`src/sbh_pkg.sv`:
```
// ----------------------------------------------------------------------------
// sbh_pkg
// Shared types and constants for the string bucket hash unit.
// ----------------------------------------------------------------------------
package sbh_pkg;

	// The bucket count saturates at 2**BUCKET_BITS.
	localparam int unsigned BUCKET_BITS = 16;

	localparam int unsigned HASH_W   = 32;
	localparam int unsigned BYTE_W   = 8;
	localparam int unsigned SIZE_W   = 17;
	localparam int unsigned BUCKET_W = 16;

	localparam logic [SIZE_W-1:0] TABLE_SIZE_RST = 17'd1024;

	typedef enum logic {
		ALU_ADD,
		ALU_SUB
	} alu_op_t;

	// Operands and operation handed to the shared adder.
	typedef struct packed {
		alu_op_t            op;
		logic [HASH_W-1:0]  a;
		logic [HASH_W-1:0]  b;
	} alu_req_t;

	// Result of the shared adder. For a subtraction, carry set means no borrow.
	typedef struct packed {
		logic               carry;
		logic [HASH_W-1:0]  sum;
	} alu_rsp_t;

endpackage

```
`src/sbh_alu.sv`:
```
// ----------------------------------------------------------------------------
// sbh_alu
// Shared 32-bit adder/subtractor used for every arithmetic step of the hash.
// ----------------------------------------------------------------------------
module sbh_alu (
	input  sbh_pkg::alu_req_t req,
	output sbh_pkg::alu_rsp_t rsp
);
	import sbh_pkg::*;

	logic [HASH_W-1:0] b_eff;
	logic              cin;

	always_comb begin
		case (req.op)
			ALU_ADD: begin
				b_eff = req.b;
				cin   = 1'b0;
			end
			ALU_SUB: begin
				b_eff = ~req.b;
				cin   = 1'b1;
			end
			default: begin
				b_eff = req.b;
				cin   = 1'b0;
			end
		endcase
	end

	assign {rsp.carry, rsp.sum} = {1'b0, req.a} + {1'b0, b_eff} + {{HASH_W{1'b0}}, cin};

endmodule

```
`src/sbh_seq.sv`:
```
// ----------------------------------------------------------------------------
// sbh_seq
// Sequencer and datapath registers: byte absorb, word fold, final mix and a
// bit-serial remainder, all stepping through the shared adder.
// ----------------------------------------------------------------------------
module sbh_seq (
	input  logic                          clk,
	input  logic                          arst_n,
	input  logic                          in_valid,
	output logic                          in_ready,
	input  logic [sbh_pkg::BYTE_W-1:0]    in_byte,
	input  logic                          in_last,
	input  logic [sbh_pkg::SIZE_W-1:0]    size,
	output logic                          out_valid,
	input  logic                          out_ready,
	output logic [sbh_pkg::BUCKET_W-1:0]  out_bucket,
	output logic [sbh_pkg::HASH_W-1:0]    out_hash
);
	import sbh_pkg::*;

	typedef enum logic [2:0] {
		ST_IDLE,
		ST_FOLD,
		ST_MIX1,
		ST_MIX2,
		ST_MIX3,
		ST_DIV,
		ST_DONE
	} state_t;

	state_t                state_q;
	logic [HASH_W-1:0]     word_q;
	logic [1:0]            cnt_q;
	logic                  last_q;
	logic [HASH_W-1:0]     hash_q;
	logic [HASH_W-1:0]     acc_q;
	logic [BUCKET_W-1:0]   rem_q;
	logic [4:0]            step_q;
	logic                  out_valid_q;
	logic [BUCKET_W-1:0]   out_bucket_q;
	logic [HASH_W-1:0]     out_hash_q;

	alu_req_t              alu_req;
	alu_rsp_t              alu_rsp;
	logic [BUCKET_W:0]     trial;
	logic                  accept;
	logic                  load_out;

	sbh_alu u_alu (
		.req (alu_req),
		.rsp (alu_rsp)
	);

	assign in_ready   = (state_q == ST_IDLE);
	assign accept     = in_valid && in_ready;
	assign load_out   = (state_q == ST_DONE) && (!out_valid_q || out_ready);
	assign trial      = {rem_q, acc_q[HASH_W-1]};
	assign out_valid  = out_valid_q;
	assign out_bucket = out_bucket_q;
	assign out_hash   = out_hash_q;

	always_comb begin
		alu_req.op = ALU_ADD;
		alu_req.a  = hash_q;
		alu_req.b  = hash_q >> 11;
		case (state_q)
			ST_IDLE: begin
				alu_req.a = word_q << 8;
				alu_req.b = {{(HASH_W-BYTE_W){in_byte[BYTE_W-1]}}, in_byte};
			end
			ST_FOLD: begin
				alu_req.a = hash_q;
				alu_req.b = word_q ^ (word_q >> 3);
			end
			ST_MIX1: begin
				alu_req.a = hash_q;
				alu_req.b = hash_q >> 11;
			end
			ST_MIX2: begin
				alu_req.a = acc_q;
				alu_req.b = hash_q >> 13;
			end
			ST_MIX3: begin
				alu_req.a = acc_q;
				alu_req.b = hash_q >> 23;
			end
			ST_DIV: begin
				alu_req.op = ALU_SUB;
				alu_req.a  = {{(HASH_W-BUCKET_W-1){1'b0}}, trial};
				alu_req.b  = {{(HASH_W-SIZE_W){1'b0}}, size};
			end
			default: begin
				alu_req.op = ALU_ADD;
			end
		endcase
	end

	always_ff @(posedge clk or negedge arst_n) begin
		if (!arst_n) begin
			state_q      <= ST_IDLE;
			word_q       <= '0;
			cnt_q        <= '0;
			last_q       <= 1'b0;
			hash_q       <= '0;
			acc_q        <= '0;
			rem_q        <= '0;
			step_q       <= '0;
			out_valid_q  <= 1'b0;
			out_bucket_q <= '0;
			out_hash_q   <= '0;
		end else begin
			if (load_out) begin
				out_valid_q  <= 1'b1;
				out_bucket_q <= (size == '0) ? '0 : rem_q;
				out_hash_q   <= acc_q;
			end else if (out_valid_q && out_ready) begin
				out_valid_q <= 1'b0;
			end
			case (state_q)
				ST_IDLE: begin
					if (accept) begin
						word_q <= alu_rsp.sum;
						last_q <= in_last;
						if (in_last || (cnt_q == 2'd3)) begin
							state_q <= ST_FOLD;
						end else begin
							cnt_q <= cnt_q + 2'd1;
						end
					end
				end
				ST_FOLD: begin
					hash_q <= alu_rsp.sum;
					word_q <= '0;
					cnt_q  <= '0;
					state_q <= last_q ? ST_MIX1 : ST_IDLE;
				end
				ST_MIX1: begin
					acc_q   <= alu_rsp.sum;
					state_q <= ST_MIX2;
				end
				ST_MIX2: begin
					acc_q   <= alu_rsp.sum;
					state_q <= ST_MIX3;
				end
				ST_MIX3: begin
					acc_q   <= alu_rsp.sum;
					rem_q   <= '0;
					step_q  <= '0;
					state_q <= ST_DIV;
				end
				ST_DIV: begin
					// Restoring remainder, one dividend bit per cycle. The dividend
					// rotates so that it is whole again after the last step.
					rem_q  <= alu_rsp.carry ? alu_rsp.sum[BUCKET_W-1:0] : trial[BUCKET_W-1:0];
					acc_q  <= {acc_q[HASH_W-2:0], acc_q[HASH_W-1]};
					step_q <= step_q + 5'd1;
					if (step_q == 5'd31) begin
						state_q <= ST_DONE;
					end
				end
				ST_DONE: begin
					if (load_out) begin
						hash_q  <= '0;
						last_q  <= 1'b0;
						state_q <= ST_IDLE;
					end
				end
				default: begin
					state_q <= ST_IDLE;
				end
			endcase
		end
	end

	a_rem_below_size: assert property (@(posedge clk) disable iff (!arst_n)
		(state_q == ST_DIV) && (size != '0) |-> ({1'b0, rem_q} < size))
		else $error("remainder not below the table size");

	a_word_clear_at_mix: assert property (@(posedge clk) disable iff (!arst_n)
		(state_q == ST_MIX1) |-> (word_q == '0) && (cnt_q == 2'd0))
		else $error("word not folded before the final mix");

	a_result_loads: assert property (@(posedge clk) disable iff (!arst_n)
		load_out |=> out_valid_q && (state_q == ST_IDLE) && (hash_q == '0))
		else $error("result load did not clear the hash state");

	a_no_accept_busy: assert property (@(posedge clk) disable iff (!arst_n)
		(state_q == ST_FOLD) |=> !((state_q == ST_DIV) && (step_q != 5'd0)))
		else $error("fold went straight into the remainder steps");

endmodule

```
`src/string_bucket_hash_unit.sv`:
```
// ----------------------------------------------------------------------------
// string_bucket_hash_unit
// Streaming string hash with bucket selection, one byte per beat.
// ----------------------------------------------------------------------------
//  channel  dir  width  contents
//  s_*      in   8+1    s_tdata = data_byte[7:0], s_tlast = last_byte
//  m_*      out  48     m_tdata = bucket_index[15:0], mixed_hash[47:16]
//  cfg_*    in   17     cfg_data = table_size
//
// A byte that is not last is absorbed in one adder step; one that completes a
// word also takes the fold step. A last byte passes through the absorb, the
// fold, three mix adds and one remainder step per dividend bit, all through the
// one shared adder, and then through the load of the output register.
// Reset clears the hash state and sets table_size to 1024.
// A finished result waits in the output register while the next string is
// absorbed; the block stalls at the end of that string until it is taken.
// ----------------------------------------------------------------------------
module string_bucket_hash_unit (
	input  logic                            clk,
	input  logic                            arst_n,
	input  logic                            s_tvalid,
	output logic                            s_tready,
	input  logic [sbh_pkg::BYTE_W-1:0]      s_tdata,  // data_byte[7:0]
	input  logic                            s_tlast,
	output logic                            m_tvalid,
	input  logic                            m_tready,
	output logic [47:0]                     m_tdata,  // bucket_index[15:0], mixed_hash[47:16]
	input  logic                            cfg_valid,
	output logic                            cfg_ready,
	input  logic [sbh_pkg::SIZE_W-1:0]      cfg_data
);
	import sbh_pkg::*;

	localparam logic [HASH_W:0] BUCKET_LIMIT = {{HASH_W{1'b0}}, 1'b1} << BUCKET_BITS;

	logic [SIZE_W-1:0]   table_size_q;
	logic [HASH_W:0]     size_ext;
	logic [HASH_W:0]     size_sat;
	logic [BUCKET_W-1:0] bucket;
	logic [HASH_W-1:0]   hash;

	assign cfg_ready = 1'b1;

	always_ff @(posedge clk or negedge arst_n) begin
		if (!arst_n) begin
			table_size_q <= TABLE_SIZE_RST;
		end else if (cfg_valid && cfg_ready) begin
			table_size_q <= cfg_data;
		end
	end

	// Sizes above the bucket limit saturate to it.
	assign size_ext = {{(HASH_W+1-SIZE_W){1'b0}}, table_size_q};
	assign size_sat = (size_ext > BUCKET_LIMIT) ? BUCKET_LIMIT : size_ext;

	sbh_seq u_seq (
		.clk        (clk),
		.arst_n     (arst_n),
		.in_valid   (s_tvalid),
		.in_ready   (s_tready),
		.in_byte    (s_tdata),
		.in_last    (s_tlast),
		.size       (size_sat[SIZE_W-1:0]),
		.out_valid  (m_tvalid),
		.out_ready  (m_tready),
		.out_bucket (bucket),
		.out_hash   (hash)
	);

	assign m_tdata = {hash, bucket};

endmodule

```
`config.mk`:
```
export PLATFORM = sky130hd
export DESIGN_NAME = string_bucket_hash_unit
export DESIGN_NICKNAME = d
export VERILOG_FILES = /design/src/sbh_pkg.sv /design/src/sbh_alu.sv /design/src/sbh_seq.sv /design/src/string_bucket_hash_unit.sv
export SDC_FILE = /design/constraint.sdc
export NUM_CORES = 1
export LEC_CHECK = 0
export BUFFER_PORTS_ARGS = -buffer_cell sky130_fd_sc_hd__buf_2
export CAP_MARGIN = 20
export CORE_AREA = 2 2 188 190
export DETAILED_ROUTE_END_ITERATION = 10
export DIE_AREA = 0 0 190 192
export GPL_TIMING_DRIVEN = 0
export RECOVER_POWER = 100
export SYNTH_ARGS = -nofsm -noshare
export SYNTH_HDL_FRONTEND = slang
export SYNTH_SLANG_ARGS = --single-unit
```
`constraint.sdc`:
```
create_clock -name clk -period 5.7 [get_ports clk]
set_input_delay 0.855 -clock clk [delete_from_list [all_inputs] [get_ports clk]]
set_output_delay 0.855 -clock clk [all_outputs]
set_load 0.01 [all_outputs]
```
# Yosys cells after proc, flatten, opt, wreduce, memory -nomap -nowiden
# Index checks and enable logic that the tools add are counted.
# classes
muxes,28
n_eq_ne,13
n_lt_le_gt_ge,1
n_reduce_logical,20
bitwise,3
n_addsub,4
# ops
operator,count
$pmux W64 S5,1
$pmux W32 S2,4
$mux W32,2
$add A32 B32 Y33,1
$add A33 B1 Y33,1
$mux W16,2
$not A32 Y32,1
$pmux W16 S2,1
$xor A32 B29 Y32,1
$pmux W3 S7,1
$gt A17 B17 Y1 const B,1
$logic_not A17 Y1,1
$mux W17,1
$mux W3,4
$reduce_bool A2 Y1,6
$pmux W5 S2,1
$eq A3 B3 Y1 const B,3
$eq A3 B2 Y1 const B,2
$mux W2,3
$ne A2 B2 Y1 const B,3
$reduce_and A3 Y1,2
$add A5 B1 Y5 const B,1
$eq A5 B5 Y1 const B,1
$mux W1,5
other kinds (14),20
# totals
inputBits,31
elab_cells,81
output_inout_bits,51
regBits,189

# Depth between registers and ports, before layout
# logic_depth
depth_word,9
ltp_mapped,20
mapped_depth_nobuf,18

# Hierarchy
# From an unflattened synthesis, not the netlist that was laid out.
# unflattened
hier_cells,1389
hier_area_um2,12824.8
# by_module_without_submodules
module,instances,cells_per_inst,seq_area_each_um2,area_per_inst_um2
sbh_seq,1,1027,4304.1,9882.0
sbh_alu,1,300,0.0,2100.8
string_bucket_hash_unit,1,62,426.7,842.1

# Worst setup path before layout
# OpenSTA, ideal clock, no wires.
# synth_timing
path_kind,flip-flop to flip-flop
startpoint,reg u_seq.state_q[1]
endpoint,reg u_seq.rem_q[4]
setup_slack_ps,1227
stages_incl_launch_ff,19
setup_ps,139
required_time_ps,5561
arrival_ps,4334
path_buffers,5
cell_sequence,dfrtp_1 > buf_2 > clkbuf_1 > buf_1 > mux2_2 > a221oi_1 > o21ai_0 > ha_1 > clkbuf_1 > a21o_1 > a211o_1 > o22ai_1 > a31oi_1 > nor3_1 > o21ai_1 > a31oi_2 > buf_4 > mux2i_1 > o22ai_1
# synth_via
elab_chain_len,8
elab_cells_between_ends,16
classes_between,add/sub: 2; eq/ne: 4; mux: 6; bitwise: 2; reduce/logical: 2
# synth_lines
element,line_no,text
from (decl),sbh_seq.sv:31,state_t state_q;
from (signal assigned),sbh_seq.sv:135,state_q <= last_q ? ST_MIX1 : ST_IDLE;
$eq A3 B3 Y1 (tied with other cells),"sbh_seq.sv:66, sbh_seq.sv:119",
$pmux W64 S5 or $mux W1 (tied branches),sbh_seq.sv:66,case (state_q)
$not A32 Y32 or $not A1 Y1 (tied branches),"sbh_alu.sv:21, sbh_alu.sv:15",
$pmux W32 S2,sbh_alu.sv:15,case (req.op)
$add A32 B32 Y33,sbh_alu.sv:31,"assign {rsp.carry, rsp.sum} = {1'b0, req.a} + {1'b0, b_eff} + {{HASH_W{1'b0}}, cin};"
$add A33 B1 Y33,sbh_alu.sv:31,
$mux W16,sbh_seq.sv:154,rem_q <= alu_rsp.carry ? alu_rsp.sum[BUCKET_W-1:0] : trial[BUCKET_W-1:0];
$pmux W16 S2,sbh_seq.sv:119,case (state_q)
to (signal assigned),sbh_seq.sv:154,
to (decl),sbh_seq.sv:37,logic [BUCKET_W-1:0] rem_q;
# Parallel ways exist; a longest one is shown, timed or not.
# A chain may end at the register's enable or synchronous reset.

# Worst setup path after layout
# layout_timing
startpoint,reg u_seq.state_q[0]
endpoint,reg u_seq.rem_q[9]
# Same word-level chain as after synthesis.

==> metrics.md <==
| Metric | Value |
|---|---|
| Largest net degree at the start of global routing | `approximately 100` |
| Min Tclk post-route | `about 5500 ps` |
| RSZ-0062 raised after global routing | `false` |
| Post-Synthesis Cells | `about 1400` |
| Result of the run | `complete, but fails checks` |
| Starting DRT DRC Count | `approximately 1300` |
| Area growth from synthesis to layout | `12.9%` |
| Antenna Nets Post-Route | `0` |
| Floorplan row count | `68` |
| Maximum operating frequency | `around 0.18 GHz` |
| Critical Path Source Type | `register` |
| Ports placed on the boundary | `82` |
| IO Port Bufs | `approximately 80` |
| CP most frequent cell | `sky130_fd_sc_hd__a21o_1` |
| Endpoint required time on the critical path | `~6000 ps` |
| Synth Area per Inst | `roughly 8.5 um2` |
| Source-to-sink clock delay at the later pin of the worst-skew pair | `approximately 470 ps` |
| Grt total ovfl | `0` |
| Final setup violation count | `0` |
| Clock-pin slew on the worst setup and hold paths | `90 ps` |
| Number of buffer and inverter instances along the worst setup path | `6` |
| Layout Nets | `about 1600` |
| Share of flip-flops with an asynchronous set or reset | `1.00` |
| CP Capture Type | `register` |
| Maximum single-stage delay on the critical path | `around 480 ps` |
| Worst Setup Slack, final | `156 ps` |
| Max Fanout on Critical Path | `10` |
| Critical path depth | `18` |
| Detailed route wirelength on metal3 | `between 4000 and 5000 um` |
| Launch point of the worst reg-to-reg path | `u_seq.state_q[0]$_DFFE_PN0P_` |
| Flip-flop and latch count after synthesis | `around 190` |
| Period utilisation layout | `0.973` |
| Length of routed wiring on met1 | `20300 um` |
| Worst Skew | `18.3 ps` |
| Antenna violations before repair | `0` |
| Clock buffer count from CTS | `17` |
| Slew Limit Fails | `about 190` |
| First-pass GRT wire length | `around 72000 um` |
| Path type of the worst setup path | `register to register` |
| Hold EP | `u_seq.out_hash[13]$_DFFE_PN0P_` |
| Cells traversed along the worst timing path | `buf_2, clkbuf_1, clkbuf_2, clkbuf_2, a311oi_1, o22ai_1, ha_1, clkbuf_1, a21o_1, a21o_1, a21o_1, and3_1, nor3_1, o21ai_1, a31oi_4, buf_4, mux2i_1, o22ai_1` |
| Pre-CTS setup slack | `-500 ps` |
| Residual DRC | `0` |
| Core Footprint | `around 34000 um2` |
| Main area contributors after synthesis | `sky130_fd_sc_hd__dfrtp_1, sky130_fd_sc_hd__nand2_1, sky130_fd_sc_hd__o21ai_0` |
| Count leader, synth | `sky130_fd_sc_hd__nand2_1` |
| Post-synth EDFFs | `0` |
| Met2 WL | `between 20000 and 25000 um` |
| Cell variety after synth | `73` |
| Number of hold-slack violations in the final timing report | `0` |
| Vias in the first global route | `11327` |
| Min-delay src | `u_seq.out_hash[13]$_DFFE_PN0P_` |
| Number of diodes | `0` |
| Average via count per standard cell | `5.95` |
| Worst path top cell family by delay | `buffers and inverters` |
| Share of layout cells above drive strength 1 | `0.0870` |
| Placed wire-length estimate | `~37000 um` |
| Highest metal layer with signal wires | `met4` |
| Post-route non-filler standard cell count | `between 1500 and 2000` |
| Synth top area share | `0.394` |
| Syn. warnings | `0` |
| Count of TritonRoute iterations in the first routing pass | `8` |
| GRT Util Overall | `0.269` |
| Cell type contributing the most total cell area after synthesis | `sky130_fd_sc_hd__dfrtp_1` |
| Worst min path class | `register to register` |
| Synth Cell Area | `around 12000 um2` |
| Endpoint of the most critical register-to-register path | `u_seq.rem_q[9]$_DFFE_PN0N_` |
| Post-Syn Nets | `between 1000 and 1500` |
| Clock root buffer | `sky130_fd_sc_hd__clkbuf_16` |
| Final GP Congestion | `1.04` |
| DR WL/cell | `~24 um` |
| Max stage delay cell, worst path | `sky130_fd_sc_hd__dfrtp_1` |
| Length in cells of the worst reg-to-reg path | `18` |
| Htree depth | `4` |
| Cell count of the worst hold path | `2` |
| Arrival time worst endpoint | `5870 ps` |
| Headroom to the max-slew limit | `-0.672` |
| Starting Density | `0.348` |
| Chip Height | `around 190 um` |
| Least-Margin Pin Slew | `around 2500 ps` |
| Clock net sink count | `between 150 and 200` |
| Clock tree from TritonCTS | `yes` |
| Most instantiated cells after synthesis | `sky130_fd_sc_hd__nand2_1, sky130_fd_sc_hd__dfrtp_1, sky130_fd_sc_hd__o21ai_0, sky130_fd_sc_hd__a21oi_1, sky130_fd_sc_hd__clkbuf_1` |
| Clock tree buffer depth | `2` |
| Dominant register cell in the synthesized netlist | `sky130_fd_sc_hd__dfrtp_1` |
| Setup TNS | `0 ps` |
| Sequential-to-total area share from yosys stat | `0.396` |
| Post-Place Cells | `between 1500 and 2000` |
| Failing checks | `capacitance limit, slew limit` |
| Worst hold-check slack | `between 400 and 500 ps` |
| DIE AREA | `36500 um2` |
| Number of max-capacitance violations reported | `2` |
| Total number of vias | `~12000` |
| Die X-Extent | `190 um` |
| R2r setup slk | `160 ps` |
| Post-detailed-routing wire length | `slightly below 50000 um` |
## per-layer routing
layer	track usage	vias up
met2	0.415	584
li1	-	5276
met4	0.133	0
met3	0.0537	120
met5	0	-
met1	0.360	5819
## state kept, by name (all words and copies together), names as in the netlist
name / cells
u_seq.hash_q: 32
u_seq.acc_q: 32
u_seq.word_q: 32
u_seq.out_valid: 1
u_seq.cnt_q: 2
u_seq.step_q: 5
u_seq.last_q: 1
u_seq.out_hash: 32
u_seq.out_bucket: 16
u_seq.state_q: 3
u_seq.rem_q: 16
table_size_q: 17
## cells in the final DEF, fill, tap and decap left out, types with 6 or more instances in the layout
master / netlist / routed
sky130_fd_sc_hd__a21oi_1: 93 / 94
sky130_fd_sc_hd__a222oi_1: 8 / 8
sky130_fd_sc_hd__buf_2: 2 / 33
sky130_fd_sc_hd__buf_1: 11 / 6
sky130_fd_sc_hd__mux2_2: 24 / 24
sky130_fd_sc_hd__a22o_1: 35 / 35
sky130_fd_sc_hd__o21ai_0: 141 / 160
sky130_fd_sc_hd__a31oi_1: 15 / 15
sky130_fd_sc_hd__clkbuf_1: 87 / 123
sky130_fd_sc_hd__o21a_1: 10 / 10
sky130_fd_sc_hd__a221oi_1: 19 / 20
sky130_fd_sc_hd__o22ai_1: 20 / 20
sky130_fd_sc_hd__nand2_1: 242 / 241
sky130_fd_sc_hd__a22oi_1: 11 / 11
sky130_fd_sc_hd__nor2_1: 75 / 73
sky130_fd_sc_hd__clkbuf_16: 0 / 17
sky130_fd_sc_hd__and2_1: 7 / 7
sky130_fd_sc_hd__xor2_1: 25 / 25
sky130_fd_sc_hd__inv_6: 0 / 6
sky130_fd_sc_hd__inv_1: 34 / 35
sky130_fd_sc_hd__nor4_1: 7 / 7
sky130_fd_sc_hd__o21ai_1: 28 / 9
sky130_fd_sc_hd__o21bai_1: 7 / 7
sky130_fd_sc_hd__nand2b_1: 8 / 8
sky130_fd_sc_hd__nor3_1: 10 / 10
sky130_fd_sc_hd__o211ai_1: 11 / 11
sky130_fd_sc_hd__nor2b_1: 9 / 9
sky130_fd_sc_hd__nand3_1: 76 / 76
sky130_fd_sc_hd__clkbuf_2: 0 / 19
sky130_fd_sc_hd__ha_1: 34 / 34
sky130_fd_sc_hd__dfrtp_1: 188 / 188
sky130_fd_sc_hd__mux2i_1: 38 / 38
sky130_fd_sc_hd__a21o_1: 21 / 21
sky130_fd_sc_hd__xnor2_1: 36 / 36
## metrics by stage
step                 util  instance area (um2)
global placement    0.376                12900
finish              0.393                13500
floorplan               -                11900
global route        0.393                13500
CTS                 0.395                13600
detailed placement  0.377                12900
## logic make-up after synthesis
kind of cell	share of synthesized area
buffers and inverters	0.0452
adder cells (fa/ha/maj)	0.0373
multiplexers	0.0602
XOR/XNOR	0.0448
other	0.000314
AND/OR/NAND/NOR	0.162
AO/OA/AOI/OAI	0.253
flip-flops	0.396
## worst register-to-register path, stage by stage, from the launching register on
cell	delay, ps
sky130_fd_sc_hd__dfrtp_1	480
sky130_fd_sc_hd__buf_2	290
sky130_fd_sc_hd__clkbuf_1	470
sky130_fd_sc_hd__clkbuf_2	450
sky130_fd_sc_hd__clkbuf_2	360
sky130_fd_sc_hd__a311oi_1	90
sky130_fd_sc_hd__o22ai_1	390
sky130_fd_sc_hd__ha_1	320
sky130_fd_sc_hd__clkbuf_1	190
sky130_fd_sc_hd__a21o_1	190
sky130_fd_sc_hd__a21o_1	170
sky130_fd_sc_hd__a21o_1	180
sky130_fd_sc_hd__and3_1	220
sky130_fd_sc_hd__nor3_1	400
sky130_fd_sc_hd__o21ai_1	240
sky130_fd_sc_hd__a31oi_4	350
sky130_fd_sc_hd__buf_4	300
sky130_fd_sc_hd__mux2i_1	230
sky130_fd_sc_hd__o22ai_1	90
## what timing repair did
action                     4_1_cts  5_1_grt
setup buffers                    0        5
hold buffers                     0        0
setup endpoints to repair       23       23
pin swaps                        0        1
resized for setup               11       22
## layout make-up
cell class	instances	area, um2
clock inverters	15	169
plain buffers	103	424
fillers	3526	20800
repair buffers	85	373
multi-input cells	1082	6640
clock buffers	17	425
flip-flops and latches	189	4730
inverters	37	139
well taps	455	569
## worst max path at each step
stage | startpoint | endpoint
2_1_floorplan | u_seq.state_q[1]$_DFFE_PN0P_ | u_seq.rem_q[4]$_DFFE_PN0N_
3_3_place_gp | u_seq.state_q[1]$_DFFE_PN0P_ | u_seq.rem_q[4]$_DFFE_PN0N_
3_5_place_dp | u_seq.state_q[1]$_DFFE_PN0P_ | u_seq.rem_q[9]$_DFFE_PN0N_
4_1_cts | u_seq.state_q[0]$_DFFE_PN0P_ | u_seq.rem_q[9]$_DFFE_PN0N_
5_1_grt | u_seq.state_q[2]$_DFFE_PN0P_ | u_seq.rem_q[13]$_DFFE_PN0N_
6_report | u_seq.state_q[0]$_DFFE_PN0P_ | u_seq.rem_q[9]$_DFFE_PN0N_
Power is not shown: default switching activity piles up to over one toggle a cycle in this logic, so the estimate is an artifact.
